$ cat src/rtl/sha256_pkg.sv
`timescale 1ns / 1ps
package sha256_pkg;

	typedef struct packed {
		logic [31:0] message_word;
		logic [2:0]  valid_bytes;
		logic        last_item;
	} in_item_t;

	typedef struct packed {
		logic [31:0] digest_word;
		logic [2:0]  word_index;
		logic        last_word;
	} out_item_t;

	typedef enum logic [2:0] {
		SRC_INPUT = 3'd0,
		SRC_PAD80 = 3'd1,
		SRC_ZERO  = 3'd2,
		SRC_LENHI = 3'd3,
		SRC_LENLO = 3'd4
	} word_src_t;

	typedef struct packed {
		logic      push;
		word_src_t src;
		logic      load_work;
		logic      round_en;
		logic      add_chain;
		logic      out_adv;
		logic      finish;
	} dp_cmd_t;

	typedef struct packed {
		logic [3:0] pos;
		logic       round_last;
		logic       out_last;
	} dp_sts_t;

	localparam logic [31:0] PAD_WORD = 32'h8000_0000;

	localparam logic [31:0] INIT_HASH [8] = '{
		32'h6a09e667, 32'hbb67ae85, 32'h3c6ef372, 32'ha54ff53a,
		32'h510e527f, 32'h9b05688c, 32'h1f83d9ab, 32'h5be0cd19
	};

	localparam logic [31:0] ROUND_K [64] = '{
		32'h428a2f98, 32'h71374491, 32'hb5c0fbcf, 32'he9b5dba5,
		32'h3956c25b, 32'h59f111f1, 32'h923f82a4, 32'hab1c5ed5,
		32'hd807aa98, 32'h12835b01, 32'h243185be, 32'h550c7dc3,
		32'h72be5d74, 32'h80deb1fe, 32'h9bdc06a7, 32'hc19bf174,
		32'he49b69c1, 32'hefbe4786, 32'h0fc19dc6, 32'h240ca1cc,
		32'h2de92c6f, 32'h4a7484aa, 32'h5cb0a9dc, 32'h76f988da,
		32'h983e5152, 32'ha831c66d, 32'hb00327c8, 32'hbf597fc7,
		32'hc6e00bf3, 32'hd5a79147, 32'h06ca6351, 32'h14292967,
		32'h27b70a85, 32'h2e1b2138, 32'h4d2c6dfc, 32'h53380d13,
		32'h650a7354, 32'h766a0abb, 32'h81c2c92e, 32'h92722c85,
		32'ha2bfe8a1, 32'ha81a664b, 32'hc24b8b70, 32'hc76c51a3,
		32'hd192e819, 32'hd6990624, 32'hf40e3585, 32'h106aa070,
		32'h19a4c116, 32'h1e376c08, 32'h2748774c, 32'h34b0bcb5,
		32'h391c0cb3, 32'h4ed8aa4a, 32'h5b9cca4f, 32'h682e6ff3,
		32'h748f82ee, 32'h78a5636f, 32'h84c87814, 32'h8cc70208,
		32'h90befffa, 32'ha4506ceb, 32'hbef9a3f7, 32'hc67178f2
	};

endpackage

$ cat src/rtl/sha256_message_digest_unit.sv
// sha-256 digest over a stream of big-endian 32-bit message words
// input channel: in_valid/in_ready with in_data (message_word, valid_bytes,
// last_item); valid_bytes is read only on the final word, above four it counts as four
// output channel: out_valid/out_ready with out_data, eight transactions per
// message carrying digest words 0..7, last_word set on word 7
// a word that leaves its block open is taken while the unit stays idle; the
// word that fills a block is followed by the 64 compression rounds, run on the
// single shared round unit at one round per cycle, and one chaining add; in_ready
// is low throughout
// after the final word, padding words are written one per cycle outside the
// rounds, and one or two more blocks are compressed, then the digest is offered;
// in_ready stays low until the eighth digest word is taken
// how long out_valid waits after the final word is taken is set by where
// the final word lands in its block
// a stall on out_ready holds the current digest word steady and nothing is lost
// after the last digest word the chaining value returns to the initial hash
// and the length count to zero, ready for the next message
// reset puts the unit idle with the initial hash, empty block and zero length
`timescale 1ns / 1ps
module sha256_message_digest_unit (
	input  logic                  clk,
	input  logic                  arst_n,
	input  logic                  in_valid,
	output logic                  in_ready,
	input  sha256_pkg::in_item_t  in_data,
	output logic                  out_valid,
	input  logic                  out_ready,
	output sha256_pkg::out_item_t out_data
);
	import sha256_pkg::*;

	dp_cmd_t cmd;
	dp_sts_t sts;

	sha256_ctrl u_ctrl (
		.clk       (clk),
		.arst_n    (arst_n),
		.in_valid  (in_valid),
		.in_ready  (in_ready),
		.in_data   (in_data),
		.out_valid (out_valid),
		.out_ready (out_ready),
		.cmd       (cmd),
		.sts       (sts)
	);

	sha256_dp u_dp (
		.clk      (clk),
		.arst_n   (arst_n),
		.in_data  (in_data),
		.cmd      (cmd),
		.sts      (sts),
		.out_data (out_data)
	);

endmodule

$ cat src/rtl/sha256_ctrl.sv
`timescale 1ns / 1ps
module sha256_ctrl (
	input  logic                 clk,
	input  logic                 arst_n,
	input  logic                 in_valid,
	output logic                 in_ready,
	input  sha256_pkg::in_item_t in_data,
	output logic                 out_valid,
	input  logic                 out_ready,
	output sha256_pkg::dp_cmd_t  cmd,
	input  sha256_pkg::dp_sts_t  sts
);
	import sha256_pkg::*;

	typedef enum logic [4:0] {
		S_IDLE  = 5'b00001,
		S_PAD   = 5'b00010,
		S_ROUND = 5'b00100,
		S_ADD   = 5'b01000,
		S_OUT   = 5'b10000
	} state_t;

	typedef enum logic [4:0] {
		PH_NONE  = 5'b00001,
		PH_PAD80 = 5'b00010,
		PH_ZERO  = 5'b00100,
		PH_LENLO = 5'b01000,
		PH_DONE  = 5'b10000
	} phase_t;

	state_t state_q, state_d;
	phase_t phase_q, phase_d;

	always_ff @(posedge clk or negedge arst_n) begin
		if (!arst_n) begin
			state_q <= S_IDLE;
			phase_q <= PH_NONE;
		end else begin
			state_q <= state_d;
			phase_q <= phase_d;
		end
	end

	always_comb begin
		state_d   = state_q;
		phase_d   = phase_q;
		cmd       = '0;
		cmd.src   = SRC_INPUT;
		in_ready  = 1'b0;
		out_valid = 1'b0;
		case (state_q)
			S_IDLE: begin
				in_ready = 1'b1;
				if (in_valid) begin
					cmd.push = 1'b1;
					if (in_data.last_item) begin
						phase_d = in_data.valid_bytes[2] ? PH_PAD80 : PH_ZERO;
					end
					if (sts.pos == 4'd15) begin
						cmd.load_work = 1'b1;
						state_d       = S_ROUND;
					end else if (in_data.last_item) begin
						state_d = S_PAD;
					end
				end
			end
			S_PAD: begin
				cmd.push = 1'b1;
				case (phase_q)
					PH_PAD80: begin
						cmd.src = SRC_PAD80;
						phase_d = PH_ZERO;
					end
					PH_ZERO: begin
						if (sts.pos == 4'd14) begin
							cmd.src = SRC_LENHI;
							phase_d = PH_LENLO;
						end else begin
							cmd.src = SRC_ZERO;
						end
					end
					PH_LENLO: begin
						cmd.src = SRC_LENLO;
						phase_d = PH_DONE;
					end
					default: begin
						cmd.push = 1'b0;
					end
				endcase
				if (cmd.push && sts.pos == 4'd15) begin
					cmd.load_work = 1'b1;
					state_d       = S_ROUND;
				end
			end
			S_ROUND: begin
				cmd.round_en = 1'b1;
				if (sts.round_last) begin
					state_d = S_ADD;
				end
			end
			S_ADD: begin
				cmd.add_chain = 1'b1;
				case (phase_q)
					PH_NONE: state_d = S_IDLE;
					PH_DONE: state_d = S_OUT;
					default: state_d = S_PAD;
				endcase
			end
			S_OUT: begin
				out_valid = 1'b1;
				if (out_ready) begin
					cmd.out_adv = 1'b1;
					if (sts.out_last) begin
						cmd.finish = 1'b1;
						phase_d    = PH_NONE;
						state_d    = S_IDLE;
					end
				end
			end
			default: begin
				state_d = S_IDLE;
				phase_d = PH_NONE;
			end
		endcase
	end

endmodule

$ cat src/rtl/sha256_dp.sv
`timescale 1ns / 1ps
module sha256_dp (
	input  logic                  clk,
	input  logic                  arst_n,
	input  sha256_pkg::in_item_t  in_data,
	input  sha256_pkg::dp_cmd_t   cmd,
	output sha256_pkg::dp_sts_t   sts,
	output sha256_pkg::out_item_t out_data
);
	import sha256_pkg::*;

	function automatic logic [31:0] rotr(input logic [31:0] x, input int n);
		rotr = (x >> n) | (x << (32 - n));
	endfunction

	logic [31:0] chain_q [8];
	logic [31:0] work_q [8];
	logic [31:0] sched_q [16];
	logic [3:0]  pos_q;
	logic [63:0] len_q;
	logic [5:0]  rnd_q;
	logic [2:0]  out_idx_q;

	logic [2:0]  cnt;
	logic [31:0] keep;
	logic [31:0] in_word;
	logic [31:0] push_word;
	logic [5:0]  len_inc;
	logic [31:0] s0, s1, w_new;
	logic [31:0] t1, t2;

	// final word byte count, saturated at four
	assign cnt = in_data.valid_bytes[2] ? 3'd4 : in_data.valid_bytes;

	always_comb begin
		case (cnt)
			3'd0:    keep = 32'h0000_0000;
			3'd1:    keep = 32'hff00_0000;
			3'd2:    keep = 32'hffff_0000;
			3'd3:    keep = 32'hffff_ff00;
			default: keep = 32'hffff_ffff;
		endcase
	end

	always_comb begin
		if (!in_data.last_item || cnt == 3'd4) begin
			in_word = in_data.message_word & keep;
			if (!in_data.last_item) begin
				in_word = in_data.message_word;
			end
		end else begin
			in_word = (in_data.message_word & keep) | (PAD_WORD >> {cnt[1:0], 3'b000});
		end
	end

	always_comb begin
		case (cmd.src)
			SRC_INPUT: push_word = in_word;
			SRC_PAD80: push_word = PAD_WORD;
			SRC_LENHI: push_word = len_q[63:32];
			SRC_LENLO: push_word = len_q[31:0];
			default:   push_word = '0;
		endcase
	end

	assign len_inc = in_data.last_item ? {cnt, 3'b000} : 6'd32;

	// message schedule from the sliding sixteen-word window
	assign s0    = rotr(sched_q[1], 7) ^ rotr(sched_q[1], 18) ^ (sched_q[1] >> 3);
	assign s1    = rotr(sched_q[14], 17) ^ rotr(sched_q[14], 19) ^ (sched_q[14] >> 10);
	assign w_new = s1 + sched_q[9] + s0 + sched_q[0];

	assign t1 = work_q[7]
		+ (rotr(work_q[4], 6) ^ rotr(work_q[4], 11) ^ rotr(work_q[4], 25))
		+ ((work_q[4] & work_q[5]) ^ (~work_q[4] & work_q[6]))
		+ ROUND_K[rnd_q] + sched_q[0];
	assign t2 = (rotr(work_q[0], 2) ^ rotr(work_q[0], 13) ^ rotr(work_q[0], 22))
		+ ((work_q[0] & work_q[1]) ^ (work_q[0] & work_q[2]) ^ (work_q[1] & work_q[2]));

	always_ff @(posedge clk) begin
		if (cmd.push) begin
			sched_q[pos_q] <= push_word;
		end else if (cmd.round_en) begin
			for (int i = 0; i < 15; i++) begin
				sched_q[i] <= sched_q[i + 1];
			end
			sched_q[15] <= w_new;
		end
	end

	always_ff @(posedge clk) begin
		if (cmd.load_work) begin
			work_q <= chain_q;
		end else if (cmd.round_en) begin
			work_q[7] <= work_q[6];
			work_q[6] <= work_q[5];
			work_q[5] <= work_q[4];
			work_q[4] <= work_q[3] + t1;
			work_q[3] <= work_q[2];
			work_q[2] <= work_q[1];
			work_q[1] <= work_q[0];
			work_q[0] <= t1 + t2;
		end
	end

	always_ff @(posedge clk or negedge arst_n) begin
		if (!arst_n) begin
			chain_q   <= INIT_HASH;
			pos_q     <= '0;
			len_q     <= '0;
			rnd_q     <= '0;
			out_idx_q <= '0;
		end else begin
			if (cmd.push) begin
				pos_q <= pos_q + 4'd1;
			end
			if (cmd.push && cmd.src == SRC_INPUT) begin
				len_q <= len_q + {58'd0, len_inc};
			end
			if (cmd.load_work) begin
				rnd_q <= '0;
			end else if (cmd.round_en) begin
				rnd_q <= rnd_q + 6'd1;
			end
			if (cmd.add_chain) begin
				for (int i = 0; i < 8; i++) begin
					chain_q[i] <= chain_q[i] + work_q[i];
				end
			end
			if (cmd.out_adv) begin
				out_idx_q <= out_idx_q + 3'd1;
			end
			if (cmd.finish) begin
				chain_q <= INIT_HASH;
				len_q   <= '0;
			end
		end
	end

	assign sts.pos        = pos_q;
	assign sts.round_last = (rnd_q == 6'd63);
	assign sts.out_last   = (out_idx_q == 3'd7);

	assign out_data.digest_word = chain_q[out_idx_q];
	assign out_data.word_index  = out_idx_q;
	assign out_data.last_word   = (out_idx_q == 3'd7);

endmodule

$ cat config.mk
export PLATFORM = sky130hd
export DESIGN_NAME = sha256_message_digest_unit
export DESIGN_NICKNAME = d
export VERILOG_FILES = /design/src/rtl/sha256_pkg.sv /design/src/rtl/sha256_message_digest_unit.sv /design/src/rtl/sha256_ctrl.sv /design/src/rtl/sha256_dp.sv
export SDC_FILE = /design/constraint.sdc
export NUM_CORES = 2
export LEC_CHECK = 0
export ABC_AREA = 1
export BUFFER_PORTS_ARGS = -buffer_cell sky130_fd_sc_hd__buf_2
export CAP_MARGIN = 20
export CORE_ASPECT_RATIO = 0.7
export CORE_MARGIN = 2
export CORE_UTILIZATION = 45
export CTS_CLUSTER_SIZE = 25
export DETAILED_ROUTE_END_ITERATION = 7
export HOLD_SLACK_MARGIN = 0.1
export PLACE_DENSITY = 0.7
export SKIP_CTS_REPAIR_TIMING = 1
export SYNTH_ARGS = -nofsm -noshare
export SYNTH_HDL_FRONTEND = slang
export SYNTH_SLANG_ARGS = --single-unit
$ cat constraint.sdc
create_clock -name clk -period 24.9 [get_ports clk]
set_clock_uncertainty 0.2 [all_clocks]
set_input_delay 2.49 -clock clk [delete_from_list [all_inputs] [get_ports clk]]
set_output_delay 2.49 -clock clk [all_outputs]
set_load 0.1 [all_outputs]
==> results.json <==
{
  "clk_pin_slew_ps": 70,
  "critPathRequiredTime_ps": 25270,
  "setup_viol": 0,
  "overflow": 0,
  "drcViolationCount": 0,
  "yosys_warnings": 0,
  "timing.rr.end": "u_dp.work_q[255]",
  "avgViaCountPerCell": 6.13,
  "htreeDepth": 3,
  "ios": 78,
  "min-delay-start": "u_dp.sched_q[2][10]",
  "instances_no_fill": 12900,
  "timing.reg2reg.setup_slack_ps": 15170,
  "cts_buffer_depth": 3,
  "synth_top_family_by_area": "simple AND/OR/NAND/NOR gates",
  "placed_area_mm2": 0.0842,
  "die_w_um": 512,
  "core_mm2": 0.179,
  "ant_nets": 0,
  "seq_area_mm2": 0.0317,
  "synth_mux_area_share_pct": 0.320,
  "grtUsageTotal_pct": 40.9,
  "grt_pass1_wl_um": 539000,
  "synth_top_area_cell": "edfxtp_1",
  "fill_cells": 17600,
  "max-cap-violations": 0,
  "period_share_pct": 39.1,
  "ys_ff_latch": 1108,
  "syn_avg_cell_area_um2": 7.79,
  "synth_adder_area_share_pct": 11.3,
  "synthArstFlopShare_pct": 30.7,
  "place_congestion": 1.11,
  "clk_latency_ps": 830,
  "syn2layout_area_growth_pct": 8.90,
  "cts_tree": "built",
  "place_inst": 12600,
  "wl_per_cell_um": 30.0,
  "critPathCaptureType": "flip-flop",
  "wirelength_um": 386000,
  "worstSetupStartpointType": "flip-flop",
  "cts-root-buf": "clkbuf_16",
  "synth_edf_count": 768,
  "synth_cell_type_count": 70,
  "grt_max_degree": 115,
  "relSlewSlack_pct": 1.78,
  "reg2reg_from": "u_dp.rnd_q[0]",
  "drive_above_1_share_pct": 6.07,
  "synth_xor_area_share_pct": 4.38,
  "yosys-top-cells-area": "edfxtp_1 (28%), nand2_1 (14%), dfrtp_1 (6.2%)",
  "synth-compound-area-share_pct": 14.2,
  "holdPathEnd": "u_dp.sched_q[1][10]",
  "drt_iter0_drc": 12000,
  "grt_pass1_vias": 71100,
  "hold_class": "flip-flop to flip-flop",
  "timing.final.crit_period_ps": 9730,
  "setup-tns-final_ps": 0,
  "syn_inst": 10400,
  "via_count": 78800,
  "start_util_pct": 45.3,
  "ys.flop_type": "edfxtp_1",
  "yosys.area_share.simple_pct": 23.0,
  "cp_slowest_cell": "a221oi_1",
  "path_max_fanout": 13,
  "arrival_ps": 10100,
  "finalHoldViolCount": 0,
  "cts_sinks": 1108,
  "cp_common_cell": "nand2_1",
  "numPortBuffers": 77,
  "synth_top_area_share_pct": 28.4,
  "synth-seq-area-share_pct": 39.1,
  "dr.pass1.iters": 7,
  "final_area_mm2": 0.0884,
  "tightestPinTransition_ps": 1470,
  "num_rows": 130,
  "syn_area_mm2": 0.0812,
  "status": "finished clean",
  "holdPathStages": 2,
  "antenna_found_initial": 26,
  "nNetsFinal": 11000,
  "rsz0062_at_grt": "no",
  "cts_made_buffers": 117,
  "max_stage_delay_ps": 820,
  "dpl.hpwl_um": 304000,
  "max_freq_mhz": 103,
  "die_y_um": 359,
  "die_area_mm2": 0.184,
  "slew_violations": 0,
  "critical_path_class": "flip-flop to flip-flop",
  "syn-num-nets": 11100,
  "reg2reg_depth": 34,
  "multi_input_area_mm2": 0.0434
}
-- cell type report --
| class | count | area share (%) |
|---|---|---|
| multi-input combinational | 7664 | 49.1 |
| sequential | 1108 | 35.9 |
| inverter | 1282 | 5.47 |
| clock buffer | 149 | 3.63 |
| tap | 2376 | 3.36 |
| timing repair buffer | 191 | 1.55 |
| clock inverter | 72 | 0.939 |
| antenna | 18 | 0.0509 |
-- worst max path at each step --
stage                        from                to
finish              u_dp.rnd_q[0]  u_dp.work_q[255]
global route        u_dp.rnd_q[0]  u_dp.work_q[255]
CTS                 u_dp.rnd_q[0]  u_dp.work_q[255]
detailed placement  u_dp.rnd_q[0]  u_dp.work_q[255]
global placement    u_dp.rnd_q[0]  u_dp.work_q[255]
floorplan                in_valid    u_dp.work_q[0]
-- per-layer routing --
| metal | track usage, % | vias to the layer above | part of all wire [%] |
|---|---|---|---|
| li1 | - | 34500 | - |
| met5 | 3.98 | - | 0.31 |
| met3 | 19.0 | 593 | 17 |
| met2 | 51.5 | 5343 | 37 |
| met4 | 9.69 | 24 | 2.7 |
| met1 | 61.3 | 38400 | 44 |
-- cell families after synthesis --
group	Yosys count
AOI/OAI and AO/OA	2034
xor gates and xnor gates	406
adders and majority gates	620
buffers and inverters	1651
DFF	1108
muxes	26
and+or+nand+nor	4578
-- stage by stage --
step	hold WS [ps]	util, %	setup WS (ps)
after global placement	281	46.9	15350
after CTS	274	49.2	15360
after detailed placement	297	47.0	15350
final	274	49.3	15170
after global routing	306	49.3	14780
after floorplan	267	-	15350
-- flip-flops by register name, indices dropped and copies added (netlist names) --
name and cells:
u_dp.work_q 256, u_ctrl.phase_q 5, u_dp.out_idx_q 3, u_dp.pos_q 4
u_ctrl.state_q 5, u_dp.rnd_q 6, u_dp.chain_q 256, u_dp.sched_q 512
u_dp.len_q 61
-- layout by cell type, fill, tap and decap left out, types with 15 or more instances in the layout --
cell	synthesis	final
nand2_1	2969	2966
inv_1	1270	1266
o21ai_0	828	818
nor2_1	784	783
edfxtp_1	768	768
a21oi_1	653	653
nand3_1	456	455
ha_1	402	402
xor2_1	243	243
dfrtp_1	202	200
fa_1	196	196
xnor2_1	163	163
dfstp_2	138	138
nand4_1	131	131
nor3_1	119	119
clkbuf_16	0	119
o22ai_1	110	110
buf_4	4	102
buf_2	56	76
a31oi_1	75	75
a21o_1	66	66
o21bai_1	56	56
o211ai_1	41	41
a221oi_1	32	32
o21a_1	32	32
nand3b_1	28	28
a21boi_0	28	28
mux2i_1	26	26
o31ai_1	35	23
maj3_1	22	22
diode_2	0	18
or2_2	17	17
o21ai_1	10	17
clkinv_2	1	17
clkbuf_1	278	17
nand2_2	15	16
clkinv_1	2	15
-- synth_stat cells (6+ instances only) --
master	n
a211oi_1	14
a21boi_0	28
a21o_1	66
a21oi_1	653
a221oi_1	32
a22oi_1	6
a31oi_1	75
and3_1	13
buf_1	29
buf_2	56
clkbuf_1	278
dfrtp_1	202
dfstp_2	138
edfxtp_1	768
fa_1	196
ha_1	402
inv_1	1270
inv_2	8
maj3_1	22
mux2i_1	26
nand2_1	2969
nand2_2	15
nand3_1	456
nand3b_1	28
nand4_1	131
nor2_1	784
nor2_2	9
nor2_4	6
nor3_1	119
nor4_1	13
o211ai_1	41
o21a_1	32
o21ai_0	828
o21ai_1	10
o21ai_2	8
o21bai_1	56
o22ai_1	110
o311ai_2	11
o31ai_1	35
o32ai_1	7
or2_2	17
xnor2_1	163
xor2_1	243
-- worst max-delay path: cells and delay by family (launching register included) --
kind | cells | cell delay [ps]
xor+xnor | 1 | 600
simple gates | 14 | 2170
buf+inv | 5 | 710
fa+ha+maj | 7 | 2930
compound gates | 7 | 2230
flops | 1 | 720
Power is not shown: default switching activity piles up to over one toggle a cycle in this logic, so the estimate is an artifact.
